$ cat config.mk
export PLATFORM = sky130hd
export DESIGN_NAME = rtp_header_parser
export DESIGN_NICKNAME = d
export VERILOG_FILES = /design/src/hdl/rtphp_pkg.sv /design/src/hdl/rtphp_in_stage.sv /design/src/hdl/rtphp_parser.sv /design/src/hdl/rtphp_out_stage.sv /design/src/hdl/rtp_header_parser.sv
export SDC_FILE = /design/constraint.sdc
export NUM_CORES = 1
export LEC_CHECK = 0
export BUFFER_PORTS_ARGS = -buffer_cell sky130_fd_sc_hd__buf_2
export CAP_MARGIN = 20
export CORE_MARGIN = 2
export CORE_UTILIZATION = 42
export CTS_BUF_LIST = sky130_fd_sc_hd__clkbuf_8 sky130_fd_sc_hd__clkbuf_16
export CTS_CLUSTER_SIZE = 30
export DETAILED_ROUTE_END_ITERATION = 10
export PLACE_DENSITY_LB_ADDON = 0.2
export RECOVER_POWER = 100
export SYNTH_ARGS = -nofsm -noshare
export SYNTH_HDL_FRONTEND = slang
export SYNTH_SLANG_ARGS = --single-unit
$ cat constraint.sdc
create_clock -name clk -period 43.3 [get_ports clk]
set_input_delay 4.33 -clock clk [delete_from_list [all_inputs] [get_ports clk]]
set_output_delay 4.33 -clock clk [all_outputs]
set_load 0.05 [all_outputs]
$ cat src/hdl/rtphp_pkg.sv
// ----------------------------------------------------------------------------
// RTP header parser package
// Shared types and codes for the RTP header parser blocks.
// ----------------------------------------------------------------------------
package rtphp_pkg;

  localparam logic [1:0] KIND_CSRC    = 2'd0;
  localparam logic [1:0] KIND_SUMMARY = 2'd1;
  localparam logic [1:0] KIND_SHORT   = 2'd2;

  localparam int unsigned POS_W = 7;
  localparam int unsigned HLEN_W = 19;
  localparam logic [POS_W-1:0] FIXED_HDR_BYTES = 7'd12;

  localparam logic [POS_W-1:0] POS_SEQ_END  = 7'd3;
  localparam logic [POS_W-1:0] POS_TS_END   = 7'd7;
  localparam logic [POS_W-1:0] POS_SSRC_END = 7'd11;

  typedef struct packed {
    logic [7:0] data_byte;
    logic       first_byte;
    logic       last_byte;
  } rtphp_item_t;

  typedef struct packed {
    logic [1:0]        kind;
    logic [31:0]       csrc_word;
    logic              padding_flag;
    logic              extension_flag;
    logic [3:0]        source_count;
    logic              marker_flag;
    logic [6:0]        payload_type;
    logic [15:0]       sequence_number;
    logic [31:0]       time_stamp;
    logic [31:0]       sync_source;
    logic [15:0]       ext_length;
    logic [HLEN_W-1:0] header_length;
  } rtphp_result_t;

endpackage

$ cat src/hdl/rtphp_in_stage.sv
// ----------------------------------------------------------------------------
// RTP header parser input stage
// Registers one incoming byte transaction ahead of the parse logic.
// ----------------------------------------------------------------------------
module rtphp_in_stage (
  input  logic                 clk,
  input  logic                 rst_n,
  input  logic                 in_valid,
  output logic                 in_ready,
  input  rtphp_pkg::rtphp_item_t in_item,
  output logic                 item_valid,
  input  logic                 item_take,
  output rtphp_pkg::rtphp_item_t item
);

  logic                   valid_r, valid_nxt;
  rtphp_pkg::rtphp_item_t item_r;

  assign in_ready   = !valid_r || item_take;
  assign item_valid = valid_r;
  assign item       = item_r;

  always_comb begin
    valid_nxt = valid_r;
    if (in_valid && in_ready) begin
      valid_nxt = 1'b1;
    end else if (item_take) begin
      valid_nxt = 1'b0;
    end
  end

  always_ff @(posedge clk) begin
    if (!rst_n) begin
      valid_r <= 1'b0;
    end else begin
      valid_r <= valid_nxt;
    end
  end

  always_ff @(posedge clk) begin
    if (in_valid && in_ready) begin
      item_r <= in_item;
    end
  end

endmodule

$ cat src/hdl/rtphp_parser.sv
// ----------------------------------------------------------------------------
// RTP header parser core
// Holds the per-packet parse state and forms the result for each byte that gives one.
// ----------------------------------------------------------------------------
module rtphp_parser (
  input  logic                     clk,
  input  logic                     rst_n,
  input  logic                     item_valid,
  input  rtphp_pkg::rtphp_item_t   item,
  output logic                     item_take,
  input  logic                     res_space,
  output logic                     res_valid,
  output rtphp_pkg::rtphp_result_t res
);

  logic [rtphp_pkg::POS_W-1:0] pos_r, pos_nxt;
  logic [31:0]                 shift_r, shift_nxt;
  logic [31:0]                 ts_r, ts_nxt;
  logic [31:0]                 ssrc_r, ssrc_nxt;
  logic [15:0]                 seq_r, seq_nxt;
  logic [13:0]                 flags_r, flags_nxt;
  logic                        done_r, done_nxt;

  logic                        active;
  logic [rtphp_pkg::POS_W-1:0] p;
  logic [31:0]                 shift_base;
  logic [rtphp_pkg::POS_W-1:0] csrc_end;
  logic [rtphp_pkg::POS_W-1:0] hend;
  logic [rtphp_pkg::POS_W:0]   p_inc;
  logic [3:0]                  cc;
  logic                        ext;
  logic                        csrc_done;
  logic                        complete;
  logic                        has_res;
  logic [rtphp_pkg::HLEN_W-1:0] ext_bytes;

  assign active     = item.first_byte || !done_r;
  assign p          = item.first_byte ? '0 : pos_r;
  assign shift_base = item.first_byte ? 32'd0 : shift_r;
  assign shift_nxt  = {shift_base[23:0], item.data_byte};
  assign p_inc      = {1'b0, p} + 8'd1;

  always_comb begin
    flags_nxt = flags_r;
    seq_nxt   = seq_r;
    ts_nxt    = ts_r;
    ssrc_nxt  = ssrc_r;
    if (p == '0) begin
      flags_nxt = {item.data_byte[5:0], 8'h00};
    end else if (p == 7'd1) begin
      flags_nxt = {flags_r[13:8], item.data_byte};
    end else if (p == rtphp_pkg::POS_SEQ_END) begin
      seq_nxt = shift_nxt[15:0];
    end else if (p == rtphp_pkg::POS_TS_END) begin
      ts_nxt = shift_nxt;
    end else if (p == rtphp_pkg::POS_SSRC_END) begin
      ssrc_nxt = shift_nxt;
    end
  end

  assign cc        = flags_nxt[11:8];
  assign ext       = flags_nxt[12];
  assign csrc_end  = rtphp_pkg::FIXED_HDR_BYTES + {1'b0, cc, 2'b00};
  assign hend      = csrc_end + (ext ? 7'd4 : 7'd0);
  assign csrc_done = (p >= rtphp_pkg::FIXED_HDR_BYTES) && (p < csrc_end) && (p[1:0] == 2'd3);
  assign complete  = (p_inc == {1'b0, hend});
  assign pos_nxt   = p_inc[rtphp_pkg::POS_W-1:0];
  assign ext_bytes = ext ? {1'b0, shift_nxt[15:0], 2'b00} : '0;

  assign has_res   = active && (complete || item.last_byte || csrc_done);
  assign item_take = item_valid && (!has_res || res_space);
  assign res_valid = item_valid && has_res && res_space;

  always_comb begin
    res = '0;
    if (complete) begin
      res.kind            = rtphp_pkg::KIND_SUMMARY;
      res.csrc_word       = csrc_done ? shift_nxt : 32'd0;
      res.padding_flag    = flags_nxt[13];
      res.extension_flag  = ext;
      res.source_count    = cc;
      res.marker_flag     = flags_nxt[7];
      res.payload_type    = flags_nxt[6:0];
      res.sequence_number = seq_nxt;
      res.time_stamp      = ts_nxt;
      res.sync_source     = ssrc_nxt;
      res.ext_length      = ext ? shift_nxt[15:0] : 16'd0;
      res.header_length   = {12'd0, hend} + ext_bytes;
    end else if (item.last_byte) begin
      res.kind = rtphp_pkg::KIND_SHORT;
    end else begin
      res.kind      = rtphp_pkg::KIND_CSRC;
      res.csrc_word = shift_nxt;
    end
  end

  always_comb begin
    done_nxt = done_r;
    if (active) begin
      done_nxt = complete || item.last_byte;
    end
  end

  always_ff @(posedge clk) begin
    if (!rst_n) begin
      done_r <= 1'b1;
      pos_r  <= '0;
    end else if (item_take && active) begin
      done_r <= done_nxt;
      pos_r  <= pos_nxt;
    end
  end

  always_ff @(posedge clk) begin
    if (item_take && active) begin
      shift_r <= shift_nxt;
      flags_r <= flags_nxt;
      seq_r   <= seq_nxt;
      ts_r    <= ts_nxt;
      ssrc_r  <= ssrc_nxt;
    end
  end

endmodule

$ cat src/hdl/rtphp_out_stage.sv
// ----------------------------------------------------------------------------
// RTP header parser output stage
// Holds one result transaction until the consumer takes it.
// ----------------------------------------------------------------------------
module rtphp_out_stage (
  input  logic                     clk,
  input  logic                     rst_n,
  input  logic                     res_valid,
  output logic                     res_space,
  input  rtphp_pkg::rtphp_result_t res,
  output logic                     out_valid,
  input  logic                     out_ready,
  output rtphp_pkg::rtphp_result_t out_res
);

  logic                     valid_r, valid_nxt;
  rtphp_pkg::rtphp_result_t res_r;

  assign res_space = !valid_r || out_ready;
  assign out_valid = valid_r;
  assign out_res   = res_r;

  always_comb begin
    valid_nxt = valid_r;
    if (res_valid) begin
      valid_nxt = 1'b1;
    end else if (out_ready) begin
      valid_nxt = 1'b0;
    end
  end

  always_ff @(posedge clk) begin
    if (!rst_n) begin
      valid_r <= 1'b0;
    end else begin
      valid_r <= valid_nxt;
    end
  end

  always_ff @(posedge clk) begin
    if (res_valid) begin
      res_r <= res;
    end
  end

endmodule

$ cat src/hdl/rtp_header_parser.sv
// ----------------------------------------------------------------------------
// RTP header parser
// Parses the RTP fixed header, CSRC list and extension header, one byte per
// transaction, and reports CSRC words, a header summary or a short-packet
// error.
// ----------------------------------------------------------------------------
// The parser takes one packet byte every clock cycle unless a byte that gives
// a result waits for the result register; each result passes the input
// register and then the result register. Throughput is bound only by the
// combinational parse step between those registers, so bytes stream back to back; while a
// result waits at the output, bytes that give no result keep flowing, and a
// byte that gives a result waits for the result register to free. Bytes
// outside a packet header are dropped.
module rtp_header_parser (
  input  logic        clk,
  input  logic        rst_n,
  input  logic        in_valid,
  output logic        in_ready,
  input  logic [7:0]  in_data_byte,
  input  logic        in_first_byte,
  input  logic        in_last_byte,
  output logic        out_valid,
  input  logic        out_ready,
  output logic [1:0]  out_kind,
  output logic [31:0] out_csrc_word,
  output logic        out_padding_flag,
  output logic        out_extension_flag,
  output logic [3:0]  out_source_count,
  output logic        out_marker_flag,
  output logic [6:0]  out_payload_type,
  output logic [15:0] out_sequence_number,
  output logic [31:0] out_time_stamp,
  output logic [31:0] out_sync_source,
  output logic [15:0] out_ext_length,
  output logic [18:0] out_header_length
);

  rtphp_pkg::rtphp_item_t   in_item;
  rtphp_pkg::rtphp_item_t   item;
  rtphp_pkg::rtphp_result_t res;
  rtphp_pkg::rtphp_result_t out_res;
  logic                     item_valid;
  logic                     item_take;
  logic                     res_valid;
  logic                     res_space;

  assign in_item.data_byte  = in_data_byte;
  assign in_item.first_byte = in_first_byte;
  assign in_item.last_byte  = in_last_byte;

  rtphp_in_stage u_in_stage (
    .clk        (clk),
    .rst_n      (rst_n),
    .in_valid   (in_valid),
    .in_ready   (in_ready),
    .in_item    (in_item),
    .item_valid (item_valid),
    .item_take  (item_take),
    .item       (item)
  );

  rtphp_parser u_parser (
    .clk        (clk),
    .rst_n      (rst_n),
    .item_valid (item_valid),
    .item       (item),
    .item_take  (item_take),
    .res_space  (res_space),
    .res_valid  (res_valid),
    .res        (res)
  );

  rtphp_out_stage u_out_stage (
    .clk       (clk),
    .rst_n     (rst_n),
    .res_valid (res_valid),
    .res_space (res_space),
    .res       (res),
    .out_valid (out_valid),
    .out_ready (out_ready),
    .out_res   (out_res)
  );

  assign out_kind            = out_res.kind;
  assign out_csrc_word       = out_res.csrc_word;
  assign out_padding_flag    = out_res.padding_flag;
  assign out_extension_flag  = out_res.extension_flag;
  assign out_source_count    = out_res.source_count;
  assign out_marker_flag     = out_res.marker_flag;
  assign out_payload_type    = out_res.payload_type;
  assign out_sequence_number = out_res.sequence_number;
  assign out_time_stamp      = out_res.time_stamp;
  assign out_sync_source     = out_res.sync_source;
  assign out_ext_length      = out_res.ext_length;
  assign out_header_length   = out_res.header_length;

endmodule

Word-level counts from Yosys, hierarchy flattened
Cells that the tools add are included. Widths: inputs -> output; s select.

Output and inout bits: 165. Bits in registers: 301. Logic and storage cells: 85. Input port bits: 14.

$lt $le $gt $ge: 2. Muxes and demuxes: 26. Add/sub/neg operators: 4. Eq/ne operators: 6. Reductions and logical operators: 23.

Operator list (count): $mux 32 (12); $mux 16 (3); $mux 24 (1); $add 7x19->19 (1); $mux 18 (1); $mux 14 (1); $add 7x1->8 const B (1); $eq 8x7->1 (1); $logic_and 1x1->1 (8); $mux 8 (1); $add 4x6->7 const A (1); $add 7x7->7 (1); $eq 7x1->1 const B (1); $eq 7x2->1 const B (1); $eq 7x3->1 const B (1); $eq 7x4->1 const B (1); $ge 7x4->1 const B (1); $logic_not 7->1 (1); $lt 7x7->1 (1); $mux 7 (1); $logic_or 1x1->1 (6); $logic_not 1->1 (4); $mux 1 (4); $reduce_and 2->1 (2); other kinds (4) (5).

Logic depth before layout (Yosys ltp)
Gate-level depths: netlist of the first run.

Depth in word-level cells: 16. Depth in mapped cells: 26. Depth with buffers taken out: 22.

Hierarchy
Synthesis of the first run repeated with hierarchy kept, for this count alone.

Cell total of the unflattened synthesis: 925. Area, all modules: 12539.5 um^2.

By module, submodules not included: rtphp_parser (area an instance 7238.2 um^2, cells each 743, sequential area each 3703.6 um^2, times used 1); rtphp_out_stage (area an instance 4943.5 um^2, cells each 167, sequential area each 4914.7 um^2, times used 1); rtphp_in_stage (area an instance 357.8 um^2, cells each 15, sequential area each 320.3 um^2, times used 1).

Worst setup path before layout of the first run
No wires, ideal clock.

Path kind: input port to flip-flop. From: input port out_ready. To: register u_out_stage.res_r (netlist bit u_out_stage.out_res[100]) (enable). Required time: 42.420 ns. Path buffers: 0. Slack: 27.120 ns. Arrival: 15.300 ns. Stages: 2. Setup time: 0.880 ns. Cell sequence: nor2b_1 > nor3_1.

Longest elaborated chain between the ends: 2.

RTL lines: start: declaration (RTL line rtp_header_parser.sv:23) `input logic out_ready,`; $logic_or 1x1->1 (RTL line rtphp_out_stage.sv:19) `assign res_space = !valid_r || out_ready;`; $logic_and 1x1->1 (RTL line rtphp_parser.sv:72) `assign res_valid = item_valid && has_res && res_space;`; net res_valid (RTL line rtp_header_parser.sv:44) `logic res_valid;`; end signal: assignment (RTL line rtphp_out_stage.sv:42) `res_r <= res;`; end: declaration (RTL line rtphp_out_stage.sv:17) `rtphp_pkg::rtphp_result_t res_r;`.

The timed path passes the listed nets, and every way through them passes these cells. A chain may end at the register's enable or synchronous reset.

Final worst setup path of the first run
From: register u_in_stage.item_r (netlist bit u_in_stage.item[1]). To: output port in_ready.

Elaborated cells on any way between the ends: 21. Classes of those cells: add/sub: 3; order compare: 2; eq/ne: 2; mux: 3; reduce/logical: 11.

RTL lines: start: declaration (RTL line rtphp_in_stage.sv:17) `rtphp_pkg::rtphp_item_t item_r;`; start signal: assignment (RTL line rtphp_in_stage.sv:42) `item_r <= in_item;`; $mux 7 (RTL line rtphp_parser.sv:38) `assign p = item.first_byte ? '0 : pos_r;`; $add 7x1->8 (RTL line rtphp_parser.sv:41) `assign p_inc = {1'b0, p} + 8'd1;`; net u_parser.p_inc (one bit) (RTL line rtphp_parser.sv:29) `logic [rtphp_pkg::POS_W:0] p_inc;`; $eq 8x7->1 (RTL line rtphp_parser.sv:66) `assign complete = (p_inc == {1'b0, hend});`; $logic_or 1x1->1 (2 in a row) (RTL line rtphp_parser.sv:70) `assign has_res = active && (complete || item.last_byte || csrc_done);`; $logic_and 1x1->1 (RTL line rtphp_parser.sv:70); $logic_not 1->1 (RTL line rtphp_parser.sv:71) `assign item_take = item_valid && (!has_res || res_space);`; $logic_or 1x1->1 (RTL line rtphp_parser.sv:71); $logic_and 1x1->1 (RTL line rtphp_parser.sv:71); $logic_or 1x1->1 (RTL line rtphp_in_stage.sv:19) `assign in_ready = !valid_r || item_take;`; end: declaration (RTL line rtp_header_parser.sv:18) `output logic in_ready,`.

The timed path passes the listed nets, and every way through them passes these cells.

==> impl_metrics.json, run 1 <==
{
  "status": "finished with violations",
  "violations": "capacitance limit, slew limit",
  "ir_drop_mv": 0.0328,
  "cp_common_cell": "ha_1",
  "final_nets": 1121,
  "ios": 179,
  "drt_iter0_markers": 599,
  "gr-total-overflow": 0,
  "wl_per_cell_um": 19.6,
  "setup_viol": 0,
  "cp-startpoint": "u_in_stage.item[1]",
  "synth_cell_types": 67,
  "via_count": 7747,
  "grt_pass1_wl_um": 45100,
  "multiInputGateArea_um2": 3340,
  "n_antenna_cell": 0,
  "layout-drive-gt1-share_pct": 8.17,
  "whs_ns": 0.530,
  "htreeDepth": 2,
  "end_kind": "primary output",
  "die_w_um": 178,
  "seqCellArea_um2": 8880,
  "ys_warn_count": 0,
  "whs_path_depth": 1,
  "p_leak_nw": 5.24,
  "hold_path.class": "reg2reg",
  "arrival_ns": 8.38,
  "mostFrequentLayoutCell": "edfxtp_1",
  "final_cell_mix": "edfxtp_1 (289), clkbuf_1 (174), nand2_1 (98)",
  "synth_area_um2": 12700,
  "hold_viol_final": 0,
  "first_pass_iters": 5,
  "power_per_cell_area_nw_per_um2": 43.3,
  "grt_start_max_net_pins": 78,
  "cp-start-kind": "register",
  "max_cap_violations": 11,
  "min_from": "u_parser.done_r",
  "cp_cell_sequence": "nor2_1 -> inv_1 -> ha_1 -> or3b_1 -> o21ai_0 -> mux2i_1 -> inv_1 -> ha_1 -> ha_1 -> a311o_1 -> a21boi_0 -> o211a_1 -> o2111ai_1 -> o211a_1 -> nor2_1 -> nand2_1 -> clkbuf_1",
  "first_global_vias": 7596,
  "dieArea_um2": 31500,
  "pwr-share-seq_pct": 52.0,
  "rows": 63,
  "path_delay_family": "compound AO/OA/AOI/OAI gates",
  "grt_antenna_before_repair": 0,
  "r2r_end": "u_parser.ssrc_r[15]",
  "async_flop_share_pct": 0,
  "insertion_delay_ns": 0.51,
  "start_util_pct": 42.7,
  "synthFlopType": "edfxtp_1",
  "fillers": 2709,
  "die_h_um": 178,
  "grt_util_all_layers_pct": 18.7,
  "numPortBuffers": 176,
  "fmax_ghz": 0.0787,
  "cts.sinks": 299,
  "root_buffer": "clkbuf_16",
  "antenna_left": 0,
  "finalPower_mw": 0.632,
  "yosysSeqAreaShare_pct": 70.2,
  "netSwitchingFraction_pct": 22.8,
  "hold_buffers": 0,
  "period_needed_ns": 12.71,
  "reg2reg_slack_ns": 30.78,
  "cts_buffer_depth": 3,
  "syn_area_per_cell_um2": 13.7,
  "gp_congestion": 0.863,
  "path_clk_slew_ns": 0.06,
  "switchingPower_mw": 0.144,
  "cp_max_fo": 33,
  "path_class": "reg2out",
  "clkPwrFrac_pct": 42.3,
  "cts_resized": 0,
  "slew_viol_final": 557,
  "crit_slowest_cell": "o21ai_0",
  "postCtsSetupBuffers": 0,
  "vias_per_cell": 5.15,
  "cts_tree": "yes",
  "drc": 0,
  "slowest_delay_ns": 2.80,
  "rr_startpoint": "u_in_stage.item[1]",
  "syn_inst": 923,
  "area_growth_pct": 15.3,
  "tns_ns": 0,
  "crit_required_ns": 38.97,
  "synth_edf_count": 289,
  "finalCritPeriodShare_pct": 29.4,
  "dp_hpwl_um": 18600,
  "wirelength_um": 29400,
  "holdPathEnd": "u_parser.done_r",
  "p_comb_share_pct": 5.7,
  "worst_pin_slew_ns": 4.20,
  "cts_buffers": 34,
  "internal_power_mw": 0.488,
  "core_um2": 29600,
  "ys_seq_elements": 299,
  "maxSlewHeadroom_pct": -180,
  "path_buf_inv": 3,
  "rsz0062_at_grt": "false",
  "reg2reg_depth": 17,
  "skew_ns": 0.0148
}
[worst max-delay path by stage]
stage	depth (start not counted)	end	slack, ns
floorplan	2	u_out_stage.out_res[100]	27.12
global placement	17	in_ready	33.69
detailed placement	17	in_ready	33.49
CTS	17	in_ready	32.93
global route	17	u_parser.ssrc_r[25]	29.23
finish	17	in_ready	30.59
[per-stage QoR]
stage                     utilization (%)  instances  setup slack, ns  area [um^2]
after global routing                 49.2       1504            29.23        14600
after global placement               46.6       1445            33.69        13800
after floorplan                         -        924            27.12        12700
after CTS                            50.1       1502            32.93        14900
final                                49.2       1504            30.59        14600
after detailed placement             46.6       1445            33.49        13800
[registers in the layout, summed over array words and instances (netlist names), 7 cells and up]
name	count
u_in_stage.item	10
u_out_stage.out_res	161
u_parser.flags_r	14
u_parser.pos_r	7
u_parser.seq_r	16
u_parser.shift_r	24
u_parser.ssrc_r	32
u_parser.ts_r	32
[synthesized netlist by cell type (13+ instances only)]
master	instances	share of area [%]
edfxtp_1	289	69
nand2_1	97	2.9
and2_1	92	4.5
nor2_1	69	2.0
o21ai_0	54	2.1
mux2_2	37	3.3
inv_1	33	0.98
clkbuf_1	27	0.80
xnor2_1	19	1.3
nor3_1	17	0.67
a21oi_1	16	0.63
nor2b_1	15	0.74
ha_1	13	1.3
[power groups by stage]
stage | Sequential (mW) | Combinational, mW | Clock, mW
6_report | 0.329 | 0.0362 | 0.267
5_1_grt | 0.329 | 0.0398 | 0.285
4_1_cts | 0.328 | 0.0377 | 0.274
3_5_place_dp | 0.334 | 0.0376 | 0
3_3_place_gp | 0.334 | 0.0373 | 0
2_1_floorplan | 0.342 | 0.0197 | 0
[metal layers]
metal | part of all wire, % | wire, um | up-vias | track usage, %
li1 | - | - | 3648 | -
met1 | 46 | 13600 | 3796 | 26.9
met2 | 45 | 13300 | 251 | 29.0
met3 | 6.7 | 1960 | 50 | 4.22
met4 | 1.9 | 548 | 2 | 4.44
met5 | 0.13 | 39 | - | 0.962
[kinds of logic after synthesis]
logic type	count (synthesis)	synth area share, %
fa+ha+maj	14	1.44
simple gates	330	13.1
buf+inv	88	3.28
other cells	1	0.0296
mux	47	4.08
xor+xnor	23	1.59
flops	299	70.2
compound gates	121	6.27
[final cells by class]
type,count,area share (%)
multi-input combinational,537,22.9
inverter,34,0.892
clock inverter,21,0.978
tap,390,3.35
sequential,299,60.9
timing repair buffer,187,4.92
clock buffer,36,6.10
Power figures use the tool's default switching activity.
==> inputs of run 2 (changes only) <==
clock period = 12.9 ns   (was 43.3 ns; I/O delays follow)
==> run 2 against run 1 <==
  * The run still ends with capacitance limit, slew limit left
  * Sequential cell count did not move
  * Clock skew rose by 0.0011 ns
  * Worst setup slack worse by 27 ns
  * Total power grew to 3.3 times the previous value
  * Design area shrank 0.58%
  * Highest routed layer is now met4
  * Via count decreased by 0.14%
  * Critical endpoint is now u_parser.shift_r[14]
==> impl_metrics.json, run 2 (synthesis gave the netlist of run 1 again) <==
{
  "gp_congestion": 0.859,
  "drt_iter0_markers": 667,
  "whs_path_depth": 2,
  "wirelength_um": 28800,
  "netSwitchingFraction_pct": 22.6,
  "fmax_ghz": 0.111,
  "cts_resized": 0,
  "p_leak_nw": 5.24,
  "area_growth_pct": 14.6,
  "layout-drive-gt1-share_pct": 8.10,
  "holdPathEnd": "u_parser.pos_r[0]",
  "clkPwrFrac_pct": 40.6,
  "path_clk_slew_ns": 0.07,
  "skew_ns": 0.0159,
  "end_kind": "register",
  "rows": 63,
  "root_buffer": "clkbuf_16",
  "period_needed_ns": 9.00,
  "hold_viol_final": 0,
  "die_w_um": 178,
  "largest_register_ffs": 161,
  "max_cap_violations": 5,
  "wl_per_cell_um": 19.2,
  "maxSlewHeadroom_pct": -65.8,
  "antenna_left": 0,
  "first_global_vias": 7477,
  "final_cell_mix": "edfxtp_1 (289), clkbuf_1 (168), nand2_1 (98)",
  "gr-total-overflow": 0,
  "min_from": "u_parser.pos_r[0]",
  "cts_tree": "yes",
  "rr_startpoint": "u_in_stage.item[1]",
  "slew_viol_final": 206,
  "instances_no_fill": 1501,
  "drc": 0,
  "multiInputGateArea_um2": 3330,
  "tns_ns": 0,
  "arrival_ns": 9.18,
  "crit_required_ns": 13.08,
  "hold_buffers": 0,
  "rsz0062_at_grt": "false",
  "seqCellArea_um2": 8880,
  "r2r_end": "u_parser.shift_r[14]",
  "fillers": 2707,
  "grt_antenna_before_repair": 0,
  "grt_pass1_wl_um": 43800,
  "postCtsSetupBuffers": 0,
  "setup_viol": 0,
  "internal_power_mw": 1.59,
  "cp-start-kind": "register",
  "n_antenna_cell": 0,
  "ir_drop_mv": 0.110,
  "core_um2": 29600,
  "reg2reg_depth": 17,
  "dp_hpwl_um": 18300,
  "finalPower_mw": 2.06,
  "ios": 179,
  "path_class": "reg2reg",
  "start_util_pct": 42.7,
  "violations": "capacitance limit, slew limit",
  "grt_start_max_net_pins": 98,
  "first_pass_iters": 7,
  "dieArea_um2": 31500,
  "dpl.cell_count": 1442,
  "switchingPower_mw": 0.465,
  "final_nets": 1115,
  "mostFrequentLayoutCell": "edfxtp_1",
  "p_comb_share_pct": 5.8,
  "vias_per_cell": 5.15,
  "htreeDepth": 1,
  "numPortBuffers": 176,
  "reg2reg_slack_ns": 3.90,
  "die_h_um": 178,
  "cts.sinks": 299,
  "pwr-share-seq_pct": 53.5,
  "grt_util_all_layers_pct": 18.2,
  "power_per_cell_area_nw_per_um2": 142,
  "worst_pin_slew_ns": 2.47,
  "cts_buffer_depth": 3,
  "via_count": 7736,
  "cp_max_fo": 71,
  "hold_path.class": "reg2reg",
  "finalCritPeriodShare_pct": 69.8,
  "status": "finished with violations",
  "cts_buffers": 31,
  "insertion_delay_ns": 0.56
}
==> run 2: cell count changes in the layout (fill, tap and decap cells not counted), sizes merged <==
cell / before / now
clkinv: 8 / 15
clkbuf: 210 / 199
bufinv: 1 / 2
buf: 13 / 16
clkinvlp: 4 / 1
==> run 2: worst max path at each step <==
| stage | start | to | slack (ns) | cells past startpoint |
|---|---|---|---|---|
| 2_1_floorplan | u_in_stage.item[1] | u_out_stage.out_res[100] | 1.84 | 20 |
| 3_3_place_gp | u_in_stage.item[1] | u_out_stage.out_res[85] | 5.38 | 16 |
| 3_5_place_dp | u_in_stage.item[1] | u_out_stage.out_res[145] | 5.13 | 16 |
| 4_1_cts | u_in_stage.item[1] | in_ready | 4.80 | 17 |
| 5_1_grt | u_in_stage.item[1] | u_parser.shift_r[15] | 3.01 | 17 |
| 6_report | u_in_stage.item[1] | u_parser.shift_r[14] | 3.90 | 17 |
==> run 2: layout make-up <==
class / instances / share of cell area, %
Sequential cell: 299 / 61.2
Timing Repair Buffer: 184 / 4.95
Inverter: 34 / 0.906
Tap cell: 390 / 3.37
Multi-Input combinational cell: 537 / 23.0
Clock inverter: 26 / 1.21
Clock buffer: 31 / 5.35
==> run 2: metrics by stage <==
| step | worst slack [ns] | instance area, um^2 | util, % | hold slack [ns] |
|---|---|---|---|---|
| floorplan | 1.84 | 12700 | - | 0.424 |
| global placement | 5.38 | 13800 | 46.6 | 0.503 |
| detailed placement | 5.13 | 13800 | 46.6 | 0.516 |
| CTS | 4.80 | 14800 | 49.8 | 0.530 |
| global route | 3.01 | 14500 | 48.9 | 0.549 |
| finish | 3.90 | 14500 | 48.9 | 0.531 |
==> run 2: power by group through the flow <==
stage	clock [mW]	sequential [mW]	combinational, mW
5_1_grt	0.888	1.10	0.131
3_5_place_dp	0	1.12	0.124
2_1_floorplan	0	1.14	0.0662
3_3_place_gp	0	1.12	0.122
6_report	0.835	1.10	0.120
4_1_cts	0.853	1.10	0.124
==> run 2: routing by layer <==
metal | vias up | wire length [um] | track usage, %
met5 | - | 0 | 0
met4 | 0 | 709 | 4.75
met3 | 45 | 1670 | 2.36
met2 | 284 | 12700 | 27.4
met1 | 3774 | 13800 | 27.8
li1 | 3633 | - | -
==> run 2: worst max-delay path, cell delays in order, from the launching register on <==
cell,delay (ns)
edfxtp_1,0.70
inv_1,0.23
nand2_1,0.17
ha_1,0.26
or3b_1,0.43
o21ai_4,0.66
mux2i_1,0.31
inv_1,0.26
ha_1,0.30
ha_1,0.38
a311o_1,0.34
a21boi_0,0.19
o211a_1,0.16
o2111ai_1,0.20
o211a_1,0.36
o21ai_0,0.46
clkinvlp_2,2.00
buf_4,1.12
==> inputs of run 3 (changes only) <==
clock period = 8.26 ns   (was 12.9 ns; I/O delays follow)
==> run 3 against run 2 <==
  * The run still ends with capacitance limit, slew limit left
  * Critical path type is now reg2out
  * Critical path depth is the same
  * Largest power group unchanged
  * Total power increased by 58%
  * Clock skew fell by 0.0059 ns
  * Worst setup slack lost 2.6 ns
  * Critical endpoint is now in_ready
  * Via count shrank 1.4%
  * Sequential share of layout area down 0.43 points
==> impl_metrics.json, run 3 (synthesis gave the netlist of run 1 again) <==
{
  "status": "finished with violations",
  "violations": "capacitance limit, slew limit",
  "via_count": 7630,
  "postCtsSetupBuffers": 0,
  "gr-total-overflow": 0,
  "cp-start-kind": "register",
  "grt_antenna_before_repair": 0,
  "grt_util_all_layers_pct": 18.2,
  "end_kind": "primary output",
  "largest_register_ffs": 161,
  "dieArea_um2": 31500,
  "drc": 0,
  "worst_slack_ns": 1.32,
  "hold_path.class": "in2reg",
  "core_um2": 29600,
  "setup_viol": 0,
  "fin_util_pct": 49.3,
  "arrival_ns": 6.11,
  "die_w_um": 178,
  "max_cap_violations": 3,
  "maxSlewHeadroom_pct": -51.0,
  "ir_drop_mv": 0.134,
  "p_leak_nw": 5.25,
  "worst_pin_slew_ns": 2.26,
  "cts_resized": 0,
  "antenna_left": 0,
  "rows": 63,
  "power_per_cell_area_nw_per_um2": 223,
  "cts.sinks": 299,
  "top_layer": "met4",
  "htreeDepth": 1,
  "met1_length_um": 13200,
  "fmax_ghz": 0.144,
  "hold_buffers": 0,
  "ios": 179,
  "dp_hpwl_um": 18500,
  "wl_met2_um": 13200,
  "grt_pass1_wl_um": 44000,
  "final_cell_mix": "edfxtp_1 (289), clkbuf_1 (169), nand2_1 (97)",
  "insertion_delay_ns": 0.56,
  "skew_ns": 0.0101,
  "die_h_um": 178,
  "post-place-ws_ns": 2.12,
  "rsz0062_at_grt": "false",
  "gp_congestion": 0.805,
  "mostFrequentLayoutCell": "edfxtp_1",
  "path_clk_slew_ns": 0.06,
  "tns_ns": 0,
  "slew_viol_final": 142,
  "drt_iter0_markers": 656,
  "cts_tree": "yes",
  "hold_viol_final": 0,
  "path_class": "reg2out",
  "first_global_vias": 7510,
  "start_util_pct": 42.7,
  "crit_required_ns": 7.43,
  "numPortBuffers": 176,
  "vias_per_cell": 5.08,
  "period_needed_ns": 6.94,
  "fillers": 2714,
  "wirelength_um": 28900,
  "whs_ns": 0.443,
  "cp_max_fo": 22,
  "cts_buffers": 30,
  "layout-drive-gt1-share_pct": 8.82,
  "whs_path_depth": 1,
  "wl_per_cell_um": 19.3,
  "first_pass_iters": 5,
  "met3_length_um": 1920,
  "finalPower_mw": 3.25,
  "cts_buffer_depth": 3,
  "reg2reg_depth": 17,
  "root_buffer": "clkbuf_16",
  "n_antenna_cell": 0,
  "area_growth_pct": 15.4,
  "finalCritPeriodShare_pct": 84.0,
  "grt_start_max_net_pins": 98,
  "final_nets": 1116
}
[run 3: changes by cell type in the layout (fill, tap and decap cells not counted), sizes merged]
cell	delta
bufinv	+1
buf	+1
clkinv	-2
[run 3: cell type report]
class | instances | area [um^2] | area share [%]
flip-flops and latches | 299 | 8880 | 60.8
clock inverters | 25 | 228 | 1.56
inverters | 34 | 133 | 0.908
multi-input cells | 537 | 3360 | 23.0
repair buffers | 186 | 767 | 5.25
well taps | 390 | 488 | 3.34
clock buffers | 30 | 751 | 5.14
[run 3: worst max-delay path, stage by stage (launching register included)]
cell and delay [ns]:
edfxtp_1 0.70, nor2_1 0.16, inv_1 0.11, ha_1 0.25, or3b_4 0.43, o21ai_4 0.35
clkbuf_1 0.73, a21oi_1 0.27, ha_1 0.30, ha_1 0.39, a311o_1 0.34, a21boi_0 0.17
o211a_1 0.16, o2111ai_1 0.19, o211a_1 0.38, nor2_1 0.22, nand2_1 0.08, clkbuf_1 0.30
[run 3: metal layers]
metal	up-vias	track usage (%)
li1	3648	-
met1	3709	26.1
met2	235	28.5
met3	38	3.62
met4	0	4.82
met5	-	0
[run 3: stage by stage]
| stage | cells | instance area (um^2) |
|---|---|---|
| 2_1_floorplan | 924 | 12700 |
| 4_1_cts | 1500 | 14900 |
| 5_1_grt | 1501 | 14600 |
| 6_report | 1501 | 14600 |
| 3_3_place_gp | 1445 | 13900 |
| 3_5_place_dp | 1445 | 13900 |
[run 3: power by group]
group          internal, mW  switching [mW]  total (mW)
clock network         0.761           0.581        1.34
registers              1.69          0.0224        1.72
logic                0.0491           0.142       0.191
total                  2.50           0.745        3.25
[run 3: final timing paths]
kind	startpoint	end	slack, ns
setup / recovery	u_in_stage.item[1]	in_ready	1.32
setup reg to reg	u_in_stage.item[1]	u_parser.ssrc_r[0]	1.45
hold / removal	in_data_byte[2]	u_in_stage.item[4]	0.44
hold reg to reg	u_parser.done_r	u_parser.done_r	0.52
